### src/design/assert_macros.svh
// Assertion macros shared by the RTL of the multiply-with-carry generator.
// No dependencies; included by the files that carry concurrent assertions.
`ifndef ASSERT_MACROS_SVH
`define ASSERT_MACROS_SVH

// Same-cycle implication, checked on every rising clock edge outside reset.
`define ASSERT_SAME(label, clk, rst_n, ante, cons) \
    label: assert property (@(posedge clk) disable iff (!(rst_n)) (ante) |-> (cons)) \
        else $error("same-cycle implication failed");

// Next-cycle implication, checked on every rising clock edge outside reset.
`define ASSERT_NEXT(label, clk, rst_n, ante, cons) \
    label: assert property (@(posedge clk) disable iff (!(rst_n)) (ante) |=> (cons)) \
        else $error("next-cycle implication failed");

`endif

### src/design/mwc_pkg.sv
// Types and constants of the multiply-with-carry random number generator.
// No dependencies; imported by every module of the block.
package mwc_pkg;

    localparam int unsigned WORD_W  = 32;
    localparam int unsigned RANGE_W = 31;

    localparam logic [31:0] MUL_ONE        = 32'd36969;
    localparam logic [31:0] MUL_TWO        = 32'd18000;
    localparam logic [31:0] HALF_ZERO_SEED = 32'h0BAD_B002;
    localparam logic [31:0] ZERO_SEED_TWO  = 32'hDEAD_BEEF;
    localparam logic [31:0] ZERO_SEED_ONE  = 32'hCAFE_BABE;
    localparam logic [30:0] RAND_MAX_RST   = 31'd32768;
    localparam logic [30:0] RANGED_SAT     = 31'h7FFF_FFFF;

    typedef enum logic {
        REQ_DRAW   = 1'b0,
        REQ_RESEED = 1'b1
    } t_req;

    typedef enum logic {
        REG_RAND_MAX = 1'b0,
        REG_RAND_MIN = 1'b1
    } t_reg_idx;

    // Commands from the sequencer to the seed registers.
    typedef struct packed {
        logic        load;
        logic        step;
        logic [31:0] value;
    } t_seed_ctl;

    // Status and result of the serial remainder unit.
    typedef struct packed {
        logic        done;
        logic        neg;
        logic [30:0] rem;
    } t_div_res;

endpackage

### src/design/mwc_seed_regs.sv
// Seed pair of the generator: reseed loading and one cross-coupled MWC step.
// Depends on mwc_pkg.
module mwc_seed_regs (
    input  logic              i_clk,
    input  logic              i_rst_n,
    input  mwc_pkg::t_seed_ctl i_ctl,
    output logic [31:0]       o_raw
);
    import mwc_pkg::*;

    logic [31:0] r_seed_one, r_seed_two;
    logic [31:0] n_seed_one, n_seed_two;
    logic [31:0] s_one, s_two;
    logic [31:0] half;

    // A zero seed is forced to one before it is advanced.
    assign s_one = (r_seed_one == 32'd0) ? 32'd1 : r_seed_one;
    assign s_two = (r_seed_two == 32'd0) ? 32'd1 : r_seed_two;
    assign half  = {1'b0, i_ctl.value[31:1]};

    always_comb begin
        n_seed_one = r_seed_one;
        n_seed_two = r_seed_two;
        if (i_ctl.load) begin
            if (i_ctl.value != 32'd0) begin
                n_seed_two = i_ctl.value;
                n_seed_one = (half == 32'd0) ? HALF_ZERO_SEED : half;
            end else begin
                n_seed_two = ZERO_SEED_TWO;
                n_seed_one = ZERO_SEED_ONE;
            end
        end else if (i_ctl.step) begin
            n_seed_one = MUL_ONE * {16'h0000, s_one[15:0]} + {16'h0000, s_two[31:16]};
            n_seed_two = MUL_TWO * {16'h0000, s_two[15:0]} + {16'h0000, s_one[31:16]};
        end
    end

    always_ff @(posedge i_clk) begin
        if (!i_rst_n) begin
            r_seed_one <= 32'd1;
            r_seed_two <= 32'd1;
        end else begin
            r_seed_one <= n_seed_one;
            r_seed_two <= n_seed_two;
        end
    end

    assign o_raw = {r_seed_one[15:0], 16'h0000} + r_seed_two;

endmodule

### src/design/mwc_serial_rem.sv
// Bit-serial signed remainder: one restoring step per cycle over 32 dividend bits.
// Depends on mwc_pkg.
module mwc_serial_rem (
    input  logic             i_clk,
    input  logic             i_rst_n,
    input  logic             i_start,
    input  logic [31:0]      i_dividend,
    input  logic [30:0]      i_divisor,
    output mwc_pkg::t_div_res o_res
);
    import mwc_pkg::*;

    logic        r_busy, r_done;
    logic [4:0]  r_cnt;
    logic [31:0] r_quo;
    logic [30:0] r_rem;
    logic        r_neg;
    logic [31:0] n_shift;
    logic [31:0] n_diff;
    logic        n_ge;
    logic [30:0] n_rem;
    logic [31:0] dividend_mag;

    assign dividend_mag = i_dividend[31] ? (32'd0 - i_dividend) : i_dividend;

    // For a nonzero divisor the partial remainder stays below the divisor, so 31 bits hold it.
    assign n_shift = {r_rem, r_quo[31]};
    assign n_diff  = n_shift - {1'b0, i_divisor};
    assign n_ge    = (n_shift >= {1'b0, i_divisor});
    assign n_rem   = n_ge ? n_diff[30:0] : n_shift[30:0];

    always_ff @(posedge i_clk) begin
        if (!i_rst_n) begin
            r_busy <= 1'b0;
            r_done <= 1'b0;
            r_cnt  <= 5'd0;
        end else begin
            r_done <= 1'b0;
            if (i_start) begin
                r_busy <= 1'b1;
                r_cnt  <= '1;
            end else if (r_busy) begin
                r_cnt <= r_cnt - 5'd1;
                if (r_cnt == 5'd0) begin
                    r_busy <= 1'b0;
                    r_done <= 1'b1;
                end
            end
        end
    end

    always_ff @(posedge i_clk) begin
        if (i_start) begin
            r_quo <= dividend_mag;
            r_rem <= 31'd0;
            r_neg <= i_dividend[31];
        end else if (r_busy) begin
            r_quo <= {r_quo[30:0], 1'b0};
            r_rem <= n_rem;
        end
    end

    assign o_res.done = r_done;
    assign o_res.neg  = r_neg;
    assign o_res.rem  = r_rem;

endmodule

### src/design/mwc_random_generator.sv
// Top level of the multiply-with-carry random number generator.
// Depends on mwc_pkg, mwc_seed_regs, mwc_serial_rem and assert_macros.svh.
//
// A reseed request loads the seeds on its input transfer and gives no result. A draw
// advances the seeds on its input transfer; the block then forms the raw word from
// the advanced seeds, starts the remainder unit, runs the bit-serial remainder by
// rand_max (one dividend bit a cycle), adds rand_min, takes the magnitude and loads
// the output register, waiting before that load while a previous result is held by
// a stalled output. The next request is taken once the block is back in idle, even
// while the previous result still waits in the output register. rand_max and
// rand_min may only be written while no draw is in progress.
module mwc_random_generator (
    input  logic        i_clk,
    input  logic        i_rst_n,
    input  logic        i_cfg_we,
    input  logic        i_cfg_index,
    input  logic [31:0] i_cfg_wdata,
    input  logic        i_in_valid,
    output logic        o_in_stall,
    input  logic        i_req_type,
    input  logic [31:0] i_seed_value,
    output logic        o_out_valid,
    input  logic        i_out_stall,
    output logic [31:0] o_raw_value,
    output logic [30:0] o_ranged_value
);
    import mwc_pkg::*;

    `include "assert_macros.svh"

    typedef enum logic [5:0] {
        ST_IDLE   = 6'b000001,
        ST_RAW    = 6'b000010,
        ST_DSTART = 6'b000100,
        ST_DIV    = 6'b001000,
        ST_SUM    = 6'b010000,
        ST_FIN    = 6'b100000
    } t_state;

    t_state      r_state, n_state;
    logic [30:0] r_rand_max;
    logic [31:0] r_rand_min;
    logic [31:0] r_raw;
    logic [33:0] r_sum;
    logic        r_out_valid, n_out_valid;
    logic [31:0] r_raw_out;
    logic [30:0] r_ranged_out;

    t_seed_ctl   seed_ctl;
    logic [31:0] seed_raw;
    t_div_res    div_res;
    logic        in_xfer, out_xfer, out_load;
    logic [33:0] rem_signed, sum_base, mag;
    logic [30:0] ranged;

    assign o_in_stall = (r_state != ST_IDLE);
    assign in_xfer    = i_in_valid && !o_in_stall;
    assign out_xfer   = r_out_valid && !i_out_stall;
    assign out_load   = (r_state == ST_FIN) && (!r_out_valid || !i_out_stall);

    assign seed_ctl.load  = in_xfer && (t_req'(i_req_type) == REQ_RESEED);
    assign seed_ctl.step  = in_xfer && (t_req'(i_req_type) == REQ_DRAW);
    assign seed_ctl.value = i_seed_value;

    mwc_seed_regs u_seed (
        .i_clk   (i_clk),
        .i_rst_n (i_rst_n),
        .i_ctl   (seed_ctl),
        .o_raw   (seed_raw)
    );

    mwc_serial_rem u_rem (
        .i_clk      (i_clk),
        .i_rst_n    (i_rst_n),
        .i_start    (r_state == ST_DSTART),
        .i_dividend (r_raw),
        .i_divisor  (r_rand_max),
        .o_res      (div_res)
    );

    // A zero divisor passes the signed raw word through unchanged.
    assign rem_signed = div_res.neg ? (34'd0 - {3'b000, div_res.rem})
                                    : {3'b000, div_res.rem};
    assign sum_base   = (r_rand_max == 31'd0) ? {{2{r_raw[31]}}, r_raw} : rem_signed;

    assign mag    = r_sum[33] ? (34'd0 - r_sum) : r_sum;
    assign ranged = (mag[33:31] != 3'b000) ? RANGED_SAT : mag[30:0];

    always_comb begin
        n_state = r_state;
        unique case (r_state)
            ST_IDLE:   if (seed_ctl.step) n_state = ST_RAW;
            ST_RAW:    n_state = ST_DSTART;
            ST_DSTART: n_state = ST_DIV;
            ST_DIV:    if (div_res.done) n_state = ST_SUM;
            ST_SUM:    n_state = ST_FIN;
            ST_FIN:    if (out_load) n_state = ST_IDLE;
            default:   n_state = ST_IDLE;
        endcase
    end

    always_comb begin
        n_out_valid = r_out_valid;
        if (out_load) begin
            n_out_valid = 1'b1;
        end else if (out_xfer) begin
            n_out_valid = 1'b0;
        end
    end

    always_ff @(posedge i_clk) begin
        if (!i_rst_n) begin
            r_state     <= ST_IDLE;
            r_out_valid <= 1'b0;
            r_rand_max  <= RAND_MAX_RST;
            r_rand_min  <= 32'd0;
        end else begin
            r_state     <= n_state;
            r_out_valid <= n_out_valid;
            if (i_cfg_we) begin
                unique case (t_reg_idx'(i_cfg_index))
                    REG_RAND_MAX: r_rand_max <= i_cfg_wdata[30:0];
                    REG_RAND_MIN: r_rand_min <= i_cfg_wdata;
                    default:      r_rand_min <= r_rand_min;
                endcase
            end
        end
    end

    always_ff @(posedge i_clk) begin
        if (r_state == ST_RAW) begin
            r_raw <= seed_raw;
        end
        if (r_state == ST_DIV && div_res.done) begin
            r_sum <= sum_base + {{2{r_rand_min[31]}}, r_rand_min};
        end
        if (out_load) begin
            r_raw_out    <= r_raw;
            r_ranged_out <= ranged;
        end
    end

    assign o_out_valid    = r_out_valid;
    assign o_raw_value    = r_raw_out;
    assign o_ranged_value = r_ranged_out;

    `ASSERT_NEXT(a_draw_starts, i_clk, i_rst_n, seed_ctl.step, r_state == ST_RAW)
    `ASSERT_SAME(a_done_in_div, i_clk, i_rst_n, div_res.done, r_state == ST_DIV)
    `ASSERT_SAME(a_result_from_fin, i_clk, i_rst_n, $rose(r_out_valid), $past(r_state == ST_FIN))

endmodule
### config.mk
export PLATFORM = sky130hd
export DESIGN_NAME = mwc_random_generator
export DESIGN_NICKNAME = d
export VERILOG_FILES = /design/src/design/mwc_pkg.sv /design/src/design/mwc_seed_regs.sv /design/src/design/mwc_serial_rem.sv /design/src/design/mwc_random_generator.sv
export VERILOG_INCLUDE_DIRS = /design/src /design/src/design
export SDC_FILE = /design/constraint.sdc
export NUM_CORES = 1
export LEC_CHECK = 0
export BUFFER_PORTS_ARGS = -buffer_cell sky130_fd_sc_hd__buf_2
export CAP_MARGIN = 20
export CORE_UTILIZATION = 40
export CTS_CLUSTER_SIZE = 8
export DETAILED_ROUTE_END_ITERATION = 10
export GPL_ROUTABILITY_DRIVEN = 0
export GPL_TIMING_DRIVEN = 0
export HOLD_SLACK_MARGIN = 0.12
export PLACE_DENSITY = 0.55
export SYNTH_ARGS = -nofsm -noshare
export SYNTH_HDL_FRONTEND = slang
export SYNTH_HIERARCHICAL = 1
export SYNTH_SLANG_ARGS = --single-unit
### constraint.sdc
create_clock -name i_clk -period 6.7 [get_ports i_clk]
set_clock_uncertainty 0.2 [all_clocks]
set_input_delay 1.005 -clock i_clk [delete_from_list [all_inputs] [get_ports i_clk]]
set_output_delay 1.005 -clock i_clk [all_outputs]
set_load 0.05 [all_outputs]
Word level (Yosys, flattened, before mapping). Cells that the tools add are included.

$mul: 2. Magnitude comparators: 1. Bitwise gates (word level): 4. Eq/ne operators: 10. Mux-type cells: 28. Reductions and logical operators: 24. Add/sub/neg operators: 9.

Operator list (count): $mux 32 (11); $mux 34 (3); $logic_not 32->1 (3); $mux 31 (2); $pmux 6 s6 (1); $add 34x34->34 (1); $sub 1x34->34 const A (1); $add 31x16->32 (1); $add 32x16->32 (1); $add 32x32->32 (1); $ge 32x31->1 (1); $mul 16x16->32 const A (1); $reduce_bool 32->1 (1); $sub 1x31->32 const A (1); $sub 1x32->32 const A (1); $logic_not 31->1 (1); $sub 31x31->31 (1); $mul 11x16->27 const A (1); $mux 6 (3); $mux 5 (2); $eq 6x1->1 const B (1); $eq 6x2->1 const B (1); $eq 6x3->1 const B (1); $eq 6x4->1 const B (1); 17 further kinds (36).

Output and inout port bits: 65. Input port bits: 71. Logic and storage cells: 94. Flip-flop bits (word level): 334.

Logic depth before layout (Yosys ltp).
Depth after elaboration: 6. Gate-level depth with buffers: 26. Mapped depth without buffers: 25.

Hierarchy. Netlist, hierarchy kept.

Modules (own cells, without submodules): mwc_seed_regs (cells each 1339, sequential area each 1281.2 µm², area an instance 11537.3 µm², instances 1); mwc_random_generator (cells each 1045, sequential area each 5275.1 µm², area an instance 10480.1 µm², instances 1); mwc_serial_rem (cells each 652, sequential area each 1751.7 µm², area an instance 5371.4 µm², instances 1).

Worst setup path before layout. No wires, ideal clock.

Path type: flip-flop to flip-flop. Start point: register u_seed.r_seed_two[7]. End point: register u_seed.r_seed_two[31]. Slack: 701 ps. Period minus slack after synthesis: 5999 ps. Cell stages (with the launch flop): 24. Required time: 6430 ps. Library setup time: 70 ps. Buffers on the path: 1. Arrival: 5729 ps. Cells stage by stage: dfxtp_1 clkbuf_1 nor4_1 nand4_1 o21bai_1 ha_1 inv_1 fa_1 inv_1 fa_1 inv_1 fa_1 inv_1 ha_1 a21o_1 a221oi_1 o21bai_1 o21bai_2 a31oi_1 xnor2_2 nand4bb_4 or4_4 or4_1 a21oi_1.

Longest elaborated chain between the ends: 6.

Ends and longest elaborated chain: start: declaration (RTL line mwc_seed_regs.sv:11) `logic [31:0] r_seed_one, r_seed_two;`; start signal: assignment (RTL line mwc_seed_regs.sv:44) `r_seed_two <= n_seed_two;`; $logic_not 32->1 (RTL line mwc_seed_regs.sv:18) `assign s_two = (r_seed_two == 32'd0) ? 32'd1 : r_seed_two;`; $mux 32 (*) (RTL line mwc_seed_regs.sv:18); $mul 11x16->27 (*) (RTL line mwc_seed_regs.sv:34) `n_seed_two = MUL_TWO * {16'h0000, s_two[15:0]} + {16'h0000, s_one[31:16]};`; $add 31x16->32 (*) (RTL line mwc_seed_regs.sv:34); $mux 32 (*) (RTL line mwc_seed_regs.sv:32) `end else if (i_ctl.step) begin`; $mux 32 (*) (RTL line mwc_seed_regs.sv:24) `if (i_ctl.load) begin`.

Mark *: on every way between the ends. The rest lies on a longest branch, timed or not. The select of a mux whose other input is x is not followed. A chain may end at the register's enable or synchronous reset.

Worst setup path after layout.
Start point: register u_seed.r_seed_two[4]. End point: register u_seed.r_seed_two[31].

The elaborated chain is that of the path after synthesis.

==> metrics <==
Largest delay share family, worst path simple AND/OR/NAND/NOR gates; Synth top area share 17.8%; die extent in x 264 um; Cell variety after synth 109; final critical-path required period 6.45 ns; port bufs 135; fillers 6,599; Slew Limit Fails 0; Leak 0.0132 uW; Root Buffer clkbuf_16; final hold viol count 0; vias per cell 5.69; Critical Path, Cell by Cell nor4_1, nand4_1, o21bai_4, ha_1, ha_1, inv_1, fa_1, inv_1, ha_1, ha_1, o211ai_1, o21ai_0, xor2_1, ha_1, nand3_1, o211ai_1, o211ai_1, nor2b_1, and3_1, nand3_2, or4_4, or4_1, a21oi_1; Worst-path clk slew 0.05 ns; Worst Path Arrival 6.78 ns; Worst setup SP type flip-flop; post-synthesis sequential area ratio 30.3%; CP max stage delay 0.50 ns; Synth Register Bits 334; synthesized net count 3,521; DRC 0; outcome finished clean; largest net degree at the start of global routing 35; Post-synth top flop dfxtp_1; Synth top cells by count ha_1, nand2_1, inv_1; WS Path Type flip-flop to flip-flop; Synth area leaders edfxtp_1, ha_1, dfxtp_1; antenna violations before repair 1; Final Cell Area 0.0308 mm^2; Post-DP Area 0.0293 mm^2; min-delay worst type flip-flop to flip-flop; Pre-antenna DRT Iters 5; dpl hpwl 68,200 um; DIE AREA 0.0695 mm^2; nets 3,709; floorplan row count 95; Synth area leader edfxtp_1; Inserted Clock Buffers 49; first-pass GRT wire length 132,000 um; crit end category flip-flop; fraction of layout cells with a size suffix above 1 9.56%; Iter 0 DRT Violations 1,737; maximum clock rate 155 MHz; Hold EP r_rand_min[6]; DR vias 23,500; clock latency on the worst-skew pair 0.62 ns; chip height 264 um; worst vdd rail ir drop 0.554 mV; Total GRT Usage 24.2%; r2r setup slk 0.25 ns; P per Cell Area 446 mW/mm^2; worst slew pin tran 1.04 ns; DRT Wirelength 85,000 um; unrepaired setup endpoints after global routing no; Min-Delay Path Depth 2; vias in the first global route 23,300; Crit Path Max Fanout 8; Layout area overhead 12.4%; yosys warns 6; Hold Startpoint r_rand_min[6]; fin crit share 96.2%; post-route ant nets 0; Critical R2R Capture u_seed/r_seed_two[31]; max-cap violations 0; Starting Density 40.6%; Core Region 0.0675 mm^2; slew margin rel. 30.1%; Mapped Cells 3,036; TritonCTS clock tree built; H-tree Lvls 2; critical path buffer and inverter count 2; GR Overflow Total 0; Post-synth ARST share 0%; top-count cell post-synth ha_1; Cell Area, Synth 0.0274 mm^2; I/O Pins 136; Post-synth EDFFs 162; cts hold-fix bufs 0; clock sinks 334; syn avg cell area 9.02 um^2; Finish-stage setup viols 0; RR Startpoint u_seed/r_seed_two[4]; worst-case clock buffer depth 3; worst reg2reg path depth 23; crit-path most repeated cell ha_1; routed length per instance 20.6 um; Worst path slowest cell fa_1; Design Power 13,700 uW; n_diodes 0; worst path required time 7.04 ns
-- placed cells by master, fill, tap and decap left out, types with 22 or more instances in the layout --
master,Yosys,final
or3_1,24,24
clkbuf_16,0,50
nand2_1,319,319
edfxtp_1,162,162
xor2_1,146,146
mux2i_1,22,22
ha_1,325,325
o21a_1,22,22
dfxtp_1,172,166
a31oi_1,25,24
a211oi_1,39,37
a21boi_0,73,73
nor2_1,188,188
a21o_1,44,44
buf_2,6,141
inv_1,234,234
nor3_1,37,36
o21ai_0,143,143
nand3_1,34,34
o31ai_1,37,37
clkbuf_1,157,171
a21oi_1,208,206
nand2b_1,24,24
nor4_1,40,38
nor2b_1,24,24
xnor2_1,85,85
o221ai_1,24,24
fa_1,89,89
-- area by class of cell --
cell class,count,area (um^2),area share [%]
multi-input combinational,2274,17500,56.7
timing repair buffer,142,793,2.58
sequential,334,8320,27.0
tap,873,1090,3.55
clock buffer,77,1370,4.46
inverter,235,882,2.86
clock inverter,4,67.6,0.219
buffer,188,811,2.63
-- stage by stage --
| step | setup WS (ns) | hold WS (ns) | instances | TNS [ns] | util (%) |
|---|---|---|---|---|---|
| 3_3_place_gp | -0.395 | 0.270 | 4044 | -1.17 | 43.2 |
| 6_report | 0.253 | 0.275 | 4127 | 0 | 45.6 |
| 3_5_place_dp | -0.435 | 0.268 | 4050 | -1.44 | 43.4 |
| 2_1_floorplan | 0.701 | 0.248 | 3036 | 0 | - |
| 4_1_cts | 0.0330 | 0.281 | 4127 | 0 | 45.5 |
| 5_1_grt | 0.00782 | 0.307 | 4127 | 0 | 45.6 |
-- worst reg2reg max path, stage by stage, from the launching register on --
cell	delay [ns]
dfxtp_1	0.46
nor4_1	0.31
nand4_1	0.18
o21bai_4	0.34
ha_1	0.30
ha_1	0.27
inv_1	0.05
fa_1	0.50
inv_1	0.04
ha_1	0.29
ha_1	0.35
o211ai_1	0.25
o21ai_0	0.13
xor2_1	0.16
ha_1	0.35
nand3_1	0.14
o211ai_1	0.22
o211ai_1	0.13
nor2b_1	0.18
and3_1	0.27
nand3_2	0.14
or4_4	0.45
or4_1	0.48
a21oi_1	0.17
-- timing repair --
item | in CTS | in global routing
setup endpoints to repair | 7 | 12
buffers inserted | 0 | 1
pin swaps | 0 | 1
resized for setup | 2 | 29
-- state kept, by name, summed over array words and instances, names as in the netlist, 5 cells and up --
signal	count
r_sum	34
o_ranged_value	31
o_raw_value	32
r_raw	32
u_rem/r_quo	32
r_rand_min	32
r_rand_max	31
u_seed/r_seed_one	32
u_seed/r_seed_two	32
u_rem/r_cnt	5
u_rem/r_rem	31
r_state	6
-- per-layer routing --
layer	up-vias	GRT usage (%)	share of wire [%]
met4	2	8.90	3.8
li1	11200	-	-
met5	-	0	0.015
met3	193	3.16	5.9
met2	817	41.7	48
met1	11300	30.7	42
-- worst max path at each step --
stage	start	endpoint	slack, ns	cells past startpoint
5_1_grt	u_seed/r_seed_two[4]	u_seed/r_seed_two[31]	0.008	24
3_5_place_dp	u_seed/r_seed_two[7]	u_seed/r_seed_two[31]	-0.44	23
2_1_floorplan	u_seed/r_seed_two[7]	u_seed/r_seed_two[31]	0.70	23
3_3_place_gp	u_seed/r_seed_two[7]	u_seed/r_seed_two[31]	-0.40	23
4_1_cts	u_seed/r_seed_two[9]	u_seed/r_seed_two[31]	0.03	23
6_report	u_seed/r_seed_two[4]	u_seed/r_seed_two[31]	0.25	23
-- logic make-up after synthesis --
group | Yosys count | synth area share [%]
simple gates | 827 | 14.8
compound gates | 774 | 18.9
buf+inv | 428 | 6.22
fa+ha+maj | 415 | 21.4
flops | 334 | 30.3
xor+xnor | 233 | 7.51
mux | 25 | 0.927
-- power by group --
group	switching (uW)	leakage (uW)	internal (uW)	total, uW
registers	311	0.00287	2340	2650
logic	5290	0.00965	3440	8730
clock network	959	0.000690	1400	2350
total	6560	0.0132	7180	13700
No activity file was read; power rests on OpenSTA's default activity.
